<file path="src/sv/rap_pkg.sv">
// Shared types and constants for the rectangle atlas placer.
// Holds the field width, state, command, status and config codes and rectangle layouts.
// No dependencies.
package rap_pkg;

    localparam int C_W = 13;

    typedef enum logic [2:0] {
        S_IDLE,
        S_SRC,
        S_LOAD,
        S_BOUND,
        S_SCAN,
        S_DONE
    } t_state;

    typedef struct packed {
        logic [C_W-1:0] x;
        logic [C_W-1:0] y;
        logic [C_W-1:0] w;
        logic [C_W-1:0] h;
    } t_rect;

    typedef struct packed {
        logic [C_W:0]   x;
        logic [C_W:0]   y;
        logic [C_W-1:0] w;
        logic [C_W-1:0] h;
    } t_cand;

    localparam logic       CMD_PLACE = 1'b0;
    localparam logic       CMD_ADD   = 1'b1;

    localparam logic [1:0] ST_OK    = 2'd0;
    localparam logic [1:0] ST_NOFIT = 2'd1;
    localparam logic [1:0] ST_FULL  = 2'd2;

    localparam logic [1:0] CFG_AREA_W  = 2'd0;
    localparam logic [1:0] CFG_AREA_H  = 2'd1;
    localparam logic [1:0] CFG_SPACING = 2'd2;

endpackage

</file>
<file path="src/sv/rap_ram.sv">
// Generic single-write, single-read RAM with registered read data.
// Used for the placed-rectangle table. No dependencies.
module rap_ram #(
    parameter int WIDTH = 52,
    parameter int DEPTH = 64
) (
    input  logic                     i_clk,
    input  logic                     i_we,
    input  logic [$clog2(DEPTH)-1:0] i_waddr,
    input  logic [WIDTH-1:0]         i_wdata,
    input  logic [$clog2(DEPTH)-1:0] i_raddr,
    output logic [WIDTH-1:0]         o_rdata
);
    logic [WIDTH-1:0] r_mem [DEPTH];
    logic [WIDTH-1:0] r_rdata;

    always_ff @(posedge i_clk) begin
        if (i_we) begin
            r_mem[i_waddr] <= i_wdata;
        end
        r_rdata <= r_mem[i_raddr];
    end

    assign o_rdata = r_rdata;

endmodule

</file>
<file path="src/sv/rap_geom.sv">
// Shared overlap unit: tests one stored rectangle, other than the source one, against the candidate spot.
// Depends on rap_pkg.
module rap_geom
    import rap_pkg::*;
(
    input  t_rect i_entry,
    input  t_cand i_cand,
    input  t_rect i_src,
    output logic  o_conflict
);
    logic ovl_x;
    logic ovl_y;
    logic same;

    assign ovl_x = ((C_W+2)'(i_entry.x) < ((C_W+2)'(i_cand.x) + (C_W+2)'(i_cand.w))) &&
                   ((C_W+2)'(i_cand.x) < ((C_W+2)'(i_entry.x) + (C_W+2)'(i_entry.w)));
    assign ovl_y = ((C_W+2)'(i_entry.y) < ((C_W+2)'(i_cand.y) + (C_W+2)'(i_cand.h))) &&
                   ((C_W+2)'(i_cand.y) < ((C_W+2)'(i_entry.y) + (C_W+2)'(i_entry.h)));
    assign same  = (i_entry == i_src);

    assign o_conflict = ovl_x && ovl_y && !same;

endmodule

</file>
<file path="src/sv/rect_atlas_placer.sv">
// Rectangle atlas placer top level: request channels, sequencer and table.
// Depends on rap_pkg, rap_ram and rap_geom.
//
// Usage:
//   A request enters on the s_axis channel: tuser selects place or add, tdata carries
//   position and size. Exactly one result leaves on the m_axis channel: tuser holds
//   the status, tdata the position and the (padded) size.
//   Area width, area height and spacing are written through i_cfg_*; the user must
//   write them only while idle, and the block does not enforce it. An add, a full
//   table or an empty table shows its result in the next cycle. A place search reads
//   stored rectangle k, then for each of its two spots runs one bound check and, if
//   that passes, a scan of the N stored entries that stops at the first overlap,
//   through the single table read port and the shared overlap unit, one entry per
//   cycle. A full table of 64 answers without a search.
//   s_axis_tready is high only while idle; one request is in flight at a time.
//   The result is held in registers until m_axis_tready takes it.
//   Synchronous reset empties the table (count zero) and restores the register
//   defaults: area 1024 by 1024, spacing off.
module rect_atlas_placer
    import rap_pkg::*;
#(
    parameter int MAX_RECTS = 64
) (
    input  logic                 i_clk,
    input  logic                 i_rst_n,
    input  logic                 s_axis_tvalid,
    output logic                 s_axis_tready,
    input  logic [55:0]          s_axis_tdata,  // pos_x, pos_y, size_w, size_h, zero pad
    input  logic                 s_axis_tuser,  // cmd
    output logic                 m_axis_tvalid,
    input  logic                 m_axis_tready,
    output logic [55:0]          m_axis_tdata,  // out_x, out_y, out_w, out_h, zero pad
    output logic [1:0]           m_axis_tuser,  // status
    input  logic                 i_cfg_we,
    input  logic [1:0]           i_cfg_idx,
    input  logic [C_W-1:0]       i_cfg_data
);
    localparam int IDX_W = (MAX_RECTS > 1) ? $clog2(MAX_RECTS) : 1;
    localparam int CNT_W = $clog2(MAX_RECTS + 1);
    localparam logic [CNT_W-1:0] FULL_CNT = CNT_W'(MAX_RECTS);

    t_state           r_state, n_state;
    logic [CNT_W-1:0] r_count, n_count;
    logic [IDX_W-1:0] r_k, n_k;
    logic             r_phase, n_phase;
    logic [CNT_W-1:0] r_ri, n_ri;
    logic             r_pend, n_pend;
    t_rect            r_src, n_src;
    logic [C_W:0]     r_cx, n_cx;
    logic [C_W:0]     r_cy, n_cy;
    logic [1:0]       r_status, n_status;
    logic [C_W-1:0]   r_ox, n_ox;
    logic [C_W-1:0]   r_oy, n_oy;
    logic [C_W-1:0]   r_ow, n_ow;
    logic [C_W-1:0]   r_oh, n_oh;
    logic [C_W-1:0]   r_area_w;
    logic [C_W-1:0]   r_area_h;
    logic             r_spacing;

    logic [C_W-1:0]   in_x, in_y, in_w, in_h;
    logic [C_W-1:0]   pad_w, pad_h;
    logic             full;
    logic             fits;
    logic             conflict;
    logic             adv;
    logic             ram_we;
    logic [IDX_W-1:0] ram_raddr;
    t_rect            ram_wdata;
    t_rect            ram_rdata;
    t_cand            cand;

    assign in_x = s_axis_tdata[C_W-1:0];
    assign in_y = s_axis_tdata[2*C_W-1:C_W];
    assign in_w = s_axis_tdata[3*C_W-1:2*C_W];
    assign in_h = s_axis_tdata[4*C_W-1:3*C_W];

    assign pad_w = (r_spacing && ((C_W+1)'(in_w) + 1'b1 < (C_W+1)'(r_area_w))) ?
                   in_w + 1'b1 : in_w;
    assign pad_h = (r_spacing && ((C_W+1)'(in_h) + 1'b1 < (C_W+1)'(r_area_h))) ?
                   in_h + 1'b1 : in_h;

    assign full = (r_count == FULL_CNT);
    assign fits = ((C_W+2)'(r_cx) + (C_W+2)'(r_ow) <= (C_W+2)'(r_area_w)) &&
                  ((C_W+2)'(r_cy) + (C_W+2)'(r_oh) <= (C_W+2)'(r_area_h));

    assign cand = '{x: r_cx, y: r_cy, w: r_ow, h: r_oh};

    rap_ram #(
        .WIDTH ($bits(t_rect)),
        .DEPTH (MAX_RECTS)
    ) u_table (
        .i_clk   (i_clk),
        .i_we    (ram_we),
        .i_waddr (r_count[IDX_W-1:0]),
        .i_wdata (ram_wdata),
        .i_raddr (ram_raddr),
        .o_rdata (ram_rdata)
    );

    rap_geom u_geom (
        .i_entry    (ram_rdata),
        .i_cand     (cand),
        .i_src      (r_src),
        .o_conflict (conflict)
    );

    always_comb begin
        n_state   = r_state;
        n_count   = r_count;
        n_k       = r_k;
        n_phase   = r_phase;
        n_ri      = r_ri;
        n_pend    = r_pend;
        n_src     = r_src;
        n_cx      = r_cx;
        n_cy      = r_cy;
        n_status  = r_status;
        n_ox      = r_ox;
        n_oy      = r_oy;
        n_ow      = r_ow;
        n_oh      = r_oh;
        ram_we    = 1'b0;
        ram_wdata = '{x: r_cx[C_W-1:0], y: r_cy[C_W-1:0], w: r_ow, h: r_oh};
        ram_raddr = r_k;
        adv       = 1'b0;

        case (r_state)
            S_IDLE: begin
                if (s_axis_tvalid) begin
                    n_state = S_DONE;
                    n_ox    = '0;
                    n_oy    = '0;
                    if (s_axis_tuser == CMD_ADD) begin
                        n_ow = in_w;
                        n_oh = in_h;
                        if (full) begin
                            n_status = ST_FULL;
                        end else begin
                            ram_we    = 1'b1;
                            ram_wdata = '{x: in_x, y: in_y, w: in_w, h: in_h};
                            n_count   = r_count + 1'b1;
                            n_status  = ST_OK;
                            n_ox      = in_x;
                            n_oy      = in_y;
                        end
                    end else begin
                        n_ow = pad_w;
                        n_oh = pad_h;
                        if (full) begin
                            n_status = ST_FULL;
                        end else if (r_count == '0) begin
                            ram_we    = 1'b1;
                            ram_wdata = '{x: '0, y: '0, w: pad_w, h: pad_h};
                            n_count   = r_count + 1'b1;
                            n_status  = ST_OK;
                        end else begin
                            n_k     = '0;
                            n_state = S_SRC;
                        end
                    end
                end
            end
            S_SRC: begin
                ram_raddr = r_k;
                n_state   = S_LOAD;
            end
            S_LOAD: begin
                n_src   = ram_rdata;
                n_cx    = (C_W+1)'(ram_rdata.x) + (C_W+1)'(ram_rdata.w);
                n_cy    = (C_W+1)'(ram_rdata.y);
                n_phase = 1'b0;
                n_state = S_BOUND;
            end
            S_BOUND: begin
                if (fits) begin
                    n_ri    = '0;
                    n_pend  = 1'b0;
                    n_state = S_SCAN;
                end else begin
                    adv = 1'b1;
                end
            end
            S_SCAN: begin
                ram_raddr = r_ri[IDX_W-1:0];
                if (r_pend && conflict) begin
                    adv = 1'b1;
                end else if (!r_pend && r_ri == r_count) begin
                    ram_we   = 1'b1;
                    n_count  = r_count + 1'b1;
                    n_status = ST_OK;
                    n_ox     = r_cx[C_W-1:0];
                    n_oy     = r_cy[C_W-1:0];
                    n_state  = S_DONE;
                end else begin
                    n_pend = (r_ri < r_count);
                    if (r_ri < r_count) begin
                        n_ri = r_ri + 1'b1;
                    end
                end
            end
            S_DONE: begin
                if (m_axis_tready) begin
                    n_state = S_IDLE;
                end
            end
            default: begin
                n_state = S_IDLE;
            end
        endcase

        // advance to the spot below, then to the next stored rectangle, or report no fit after the last one
        if (adv) begin
            if (!r_phase) begin
                n_cx    = (C_W+1)'(r_src.x);
                n_cy    = (C_W+1)'(r_src.y) + (C_W+1)'(r_src.h);
                n_phase = 1'b1;
                n_state = S_BOUND;
            end else if (CNT_W'({1'b0, r_k}) + 1'b1 == r_count) begin
                n_status = ST_NOFIT;
                n_ox     = '0;
                n_oy     = '0;
                n_state  = S_DONE;
            end else begin
                n_k     = r_k + 1'b1;
                n_state = S_SRC;
            end
        end
    end

    always_ff @(posedge i_clk) begin
        if (!i_rst_n) begin
            r_state   <= S_IDLE;
            r_count   <= '0;
            r_k       <= '0;
            r_phase   <= 1'b0;
            r_ri      <= '0;
            r_pend    <= 1'b0;
            r_area_w  <= C_W'(1024);
            r_area_h  <= C_W'(1024);
            r_spacing <= 1'b0;
        end else begin
            r_state <= n_state;
            r_count <= n_count;
            r_k     <= n_k;
            r_phase <= n_phase;
            r_ri    <= n_ri;
            r_pend  <= n_pend;
            if (i_cfg_we) begin
                case (i_cfg_idx)
                    CFG_AREA_W:  r_area_w  <= i_cfg_data;
                    CFG_AREA_H:  r_area_h  <= i_cfg_data;
                    CFG_SPACING: r_spacing <= i_cfg_data[0];
                    default:     ;
                endcase
            end
        end
    end

    always_ff @(posedge i_clk) begin
        r_src    <= n_src;
        r_cx     <= n_cx;
        r_cy     <= n_cy;
        r_status <= n_status;
        r_ox     <= n_ox;
        r_oy     <= n_oy;
        r_ow     <= n_ow;
        r_oh     <= n_oh;
    end

    assign s_axis_tready = (r_state == S_IDLE);
    assign m_axis_tvalid = (r_state == S_DONE);
    assign m_axis_tuser  = r_status;
    assign m_axis_tdata  = {4'b0000, r_oh, r_ow, r_oy, r_ox};

    a_count_bound: assert property (@(posedge i_clk) disable iff (!i_rst_n)
        r_count <= FULL_CNT)
        else $error("table count beyond capacity");

    a_one_side: assert property (@(posedge i_clk) disable iff (!i_rst_n)
        !(s_axis_tready && m_axis_tvalid))
        else $error("request taken while a result is pending");

    a_count_step: assert property (@(posedge i_clk) disable iff (!i_rst_n)
        $past(i_rst_n) && r_count != $past(r_count) |-> r_count == $past(r_count) + 1'b1)
        else $error("table count moved by more than one");

    a_write_room: assert property (@(posedge i_clk) disable iff (!i_rst_n)
        ram_we |-> !full)
        else $error("table write while full");

    a_store_result: assert property (@(posedge i_clk) disable iff (!i_rst_n)
        ram_we |=> m_axis_tvalid && m_axis_tuser == ST_OK)
        else $error("stored rectangle without a success result");

endmodule
</file>
<file path="config.mk">
export PLATFORM = sky130hd
export DESIGN_NAME = rect_atlas_placer
export DESIGN_NICKNAME = d
export VERILOG_FILES = /design/src/sv/rap_pkg.sv /design/src/sv/rap_ram.sv /design/src/sv/rap_geom.sv /design/src/sv/rect_atlas_placer.sv
export SDC_FILE = /design/constraint.sdc
export NUM_CORES = 2
export LEC_CHECK = 0
export BUFFER_PORTS_ARGS = -buffer_cell sky130_fd_sc_hd__buf_4
export CAP_MARGIN = 20
export CORE_UTILIZATION = 55
export CTS_BUF_LIST = sky130_fd_sc_hd__clkbuf_16
export CTS_CLUSTER_DIAMETER = 50
export CTS_CLUSTER_SIZE = 20
export DETAILED_ROUTE_END_ITERATION = 6
export GPL_TIMING_DRIVEN = 0
export PLACE_DENSITY_LB_ADDON = 0.1
export SYNTH_ARGS = -nofsm -noshare
export SYNTH_HDL_FRONTEND = slang
export SYNTH_HIERARCHICAL = 1
export SYNTH_SLANG_ARGS = --single-unit
</file>
<file path="constraint.sdc">
create_clock -name i_clk -period 9.8 [get_ports i_clk]
set_input_delay 1.96 -clock i_clk [delete_from_list [all_inputs] [get_ports i_clk]]
set_output_delay 1.96 -clock i_clk [all_outputs]
set_load 0.05 [all_outputs]
</file>
==> metrics.txt <==
via/cell ratio 6.894; total of max-cap violations 0; CTS Root Buffer Type clkbuf_16; final std cells w/o fill 12180; num rows 187; clock sink total 3566; gpl congestion 0.9332; clock tree buffer depth 4; TritonCTS clock tree yes; sequential area share after synthesis 73.07%; Max Transition Viols Final 1; HPWL Detailed 333.2 mm; Clk network pwr share 30.7%; CORE AREA 260200 sq um; Die W 514.3 um; P_sw 0.01430 W; Final nets 8686; worst path required time 10.41 ns; Mapped Cells 7622; worst vdd ir 0.2424 mV; port bufs 113; Final Total Pwr 0.04448 W; Mapped Avg Cell Area 18.94 sq um; fmax 0.1376 GHz; CP Launch Type input port; Clock Latency Late Sink 0.97 ns; die area 264500 sq um; vias in the first global route 79840; total global-route track usage 35.44%; post-CTS resize count 0; CTS H-tree depth 5; WL/cell 38.61 um; Ys Warns 6; final setup fails 0; ANT nets after route 0; drt pass-1 iters 7; first-pass GRT wire length 638.9 mm; initial antenna violation count 33; Post-Route WL 470.3 mm; status finished with violations; grt total ovfl 0; Clock transition at path regs 0.07 ns; Post-synth ARST share 0%; final hold vios 0; fraction of layout cells with a size suffix above 1 24.56%; commonest register cell after synthesis edfxtp_1; Die Span Y 514.3 um; synthesized flop and latch total 3566; combinational power share 23.5%; Num CTS Buffers 328; Final Critical Period 7.270 ns; number of synthesized flops with an enable pin 3406; Crit Path Class input port to flop; fin crit share 74.18%; Flop pwr share 45.8%; Placed Instances 11540; synth unique cells 94; Initial Util 55.48%; Residual DRC 0; hold buffers post-CTS 0; Starting DRT DRC Count 13080; slew at the pin closest to its max-slew limit 1.519 ns; Vias 83980; Int Pwr 0.03018 W; Max-Slew Margin vs Limit -1.241%; clock skew 0.07092 ns; CP arrival 7.88 ns; Worst setup EP type flop; Hold/Removal Path Class flop to flop; most frequent cells in the layout 3406 x edfxtp_1, 720 x mux4_2, 337 x clkbuf_16; Synth-to-Final Area Change 16.24%; largest net degree at the start of global routing 65; post-CTS setup repair buffer count 0; critical path peak fanout 48; number of top-level pins 137; Switching Fraction 32.16%; failing checks max-slew violations; Pleak 53.10 nW; RSZ-0062 raised after global routing no; Power Density 265.1 nW/um^2; mapped cell area 144400 sq um; Filler cells 17710; commonest non-fill, non-tap cell in the layout edfxtp_1
==> registers in the layout, summed over array words and instances (netlist names), 3 cells and up <==
| name | count |
|---|---|
| r_cy | 14 |
| u_table/o_rdata | 52 |
| r_oy | 13 |
| r_ow | 13 |
| r_ri | 7 |
| r_area_w | 13 |
| r_state | 3 |
| r_area_h | 13 |
| r_src | 52 |
| r_count | 7 |
| u_table/r_mem | 3328 |
| r_k | 6 |
| r_cx | 14 |
| r_oh | 13 |
| r_ox | 13 |
==> Yosys cell counts, drive strengths merged (36+ instances only) <==
cell type,count,share of area [%]
edfxtp,3406,71
mux4,720,11
nand2,316,0.82
nor2,268,0.70
mux2i,252,1.7
clkbuf,228,0.59
ha,217,1.9
buf,188,0.84
a21oi,163,0.57
dfxtp,160,2.2
nand3,153,0.53
o22ai,137,0.59
o21ai,109,0.38
xnor2,104,0.63
nand4,102,0.44
inv,92,0.24
mux2,89,0.69
a22oi,86,0.45
xor2,80,0.49
a211oi,60,0.32
o221ai,60,0.36
nor2b,57,0.25
nor3,51,0.18
a221o,45,0.31
and3,36,0.16
==> metal layers <==
layer  global-route usage [%]  wire, um  up-vias
li1                         -         -    33020
met1                    48.04    172000    43930
met2                    53.11    209700     5838
met3                    9.500     59100     1171
met4                    18.26     29360       20
met5                        0       149        -
==> worst paths after layout <==
path | end | from | cells after the start | slack [ns]
min reg2reg | r_area_h[12] | r_area_h[12] | 2 | 0.46
min | r_area_h[12] | r_area_h[12] | 2 | 0.46
max | u_table/r_mem[63][14] | s_axis_tdata[26] | 17 | 2.53
max reg2reg | r_k[0] | u_table/o_rdata[26] | 24 | 2.79
==> through the flow <==
step                instance area (sq um)  hold WS, ns  setup TNS (ns)  setup WS, ns  utilization (%)
finish                             167800       0.4638               0         2.530            64.49
global placement                   149600       0.4480        -6562.54        -7.789            57.50
global route                       167700       0.4841               0         2.520            64.47
CTS                                167600       0.4630               0         2.809            64.43
detailed placement                 156000       0.4503               0         1.829            59.97
floorplan                          144400       0.4363               0        0.2499                -
==> power groups by stage <==
stage	registers (W)	logic, W	clock network [W]
after floorplan	0.0207	0.00540	0
after global placement	0.0213	0.00891	0
after detailed placement	0.0207	0.0102	0
after CTS	0.0204	0.0103	0.0137
after global routing	0.0204	0.0111	0.0143
final	0.0204	0.0105	0.0136
==> cell type report <==
class                   count  area, sq um  area share (%)
flip-flops and latches   3566       105500           62.86
multi-input cells        3550        37180           22.16
clock buffers             337         8433           5.026
repair buffers            429         6658           3.968
well taps                3496         4374           2.607
clock inverters           268         3181           1.895
plain buffers             416         2079           1.239
inverters                  93        349.1          0.2080
diodes                     25        62.56         0.03728
==> worst max-delay path, cell delays in order <==
cell and delay, ns:
buf_4 0.15, ha_1 0.35, and3_1 0.22, nand3_1 0.27
or2_2 0.39, clkbuf_1 0.17, nor2_1 0.36, and3_1 0.30
xor2_1 0.17, ha_1 0.25, a21oi_1 0.23, o31ai_4 0.19
a31oi_1 0.43, o21ai_0 0.30, a222oi_1 1.21, inv_2 0.50
buf_12 0.33
==> cell families (layout without fill, tap and decap cells) <==
kind of cell	Yosys count	in the layout	share of synthesized area [%]
and+or+nand+nor	1103	1103	3.639
buffers and inverters	509	1543	1.672
DFF	3566	3566	73.07
muxes	1061	1061	13.67
AOI/OAI and AO/OA	973	973	4.835
xor gates and xnor gates	184	184	1.116
adders and majority gates	225	225	1.992
other	1	29	0.002598
(Power assumes the default switching activity.)
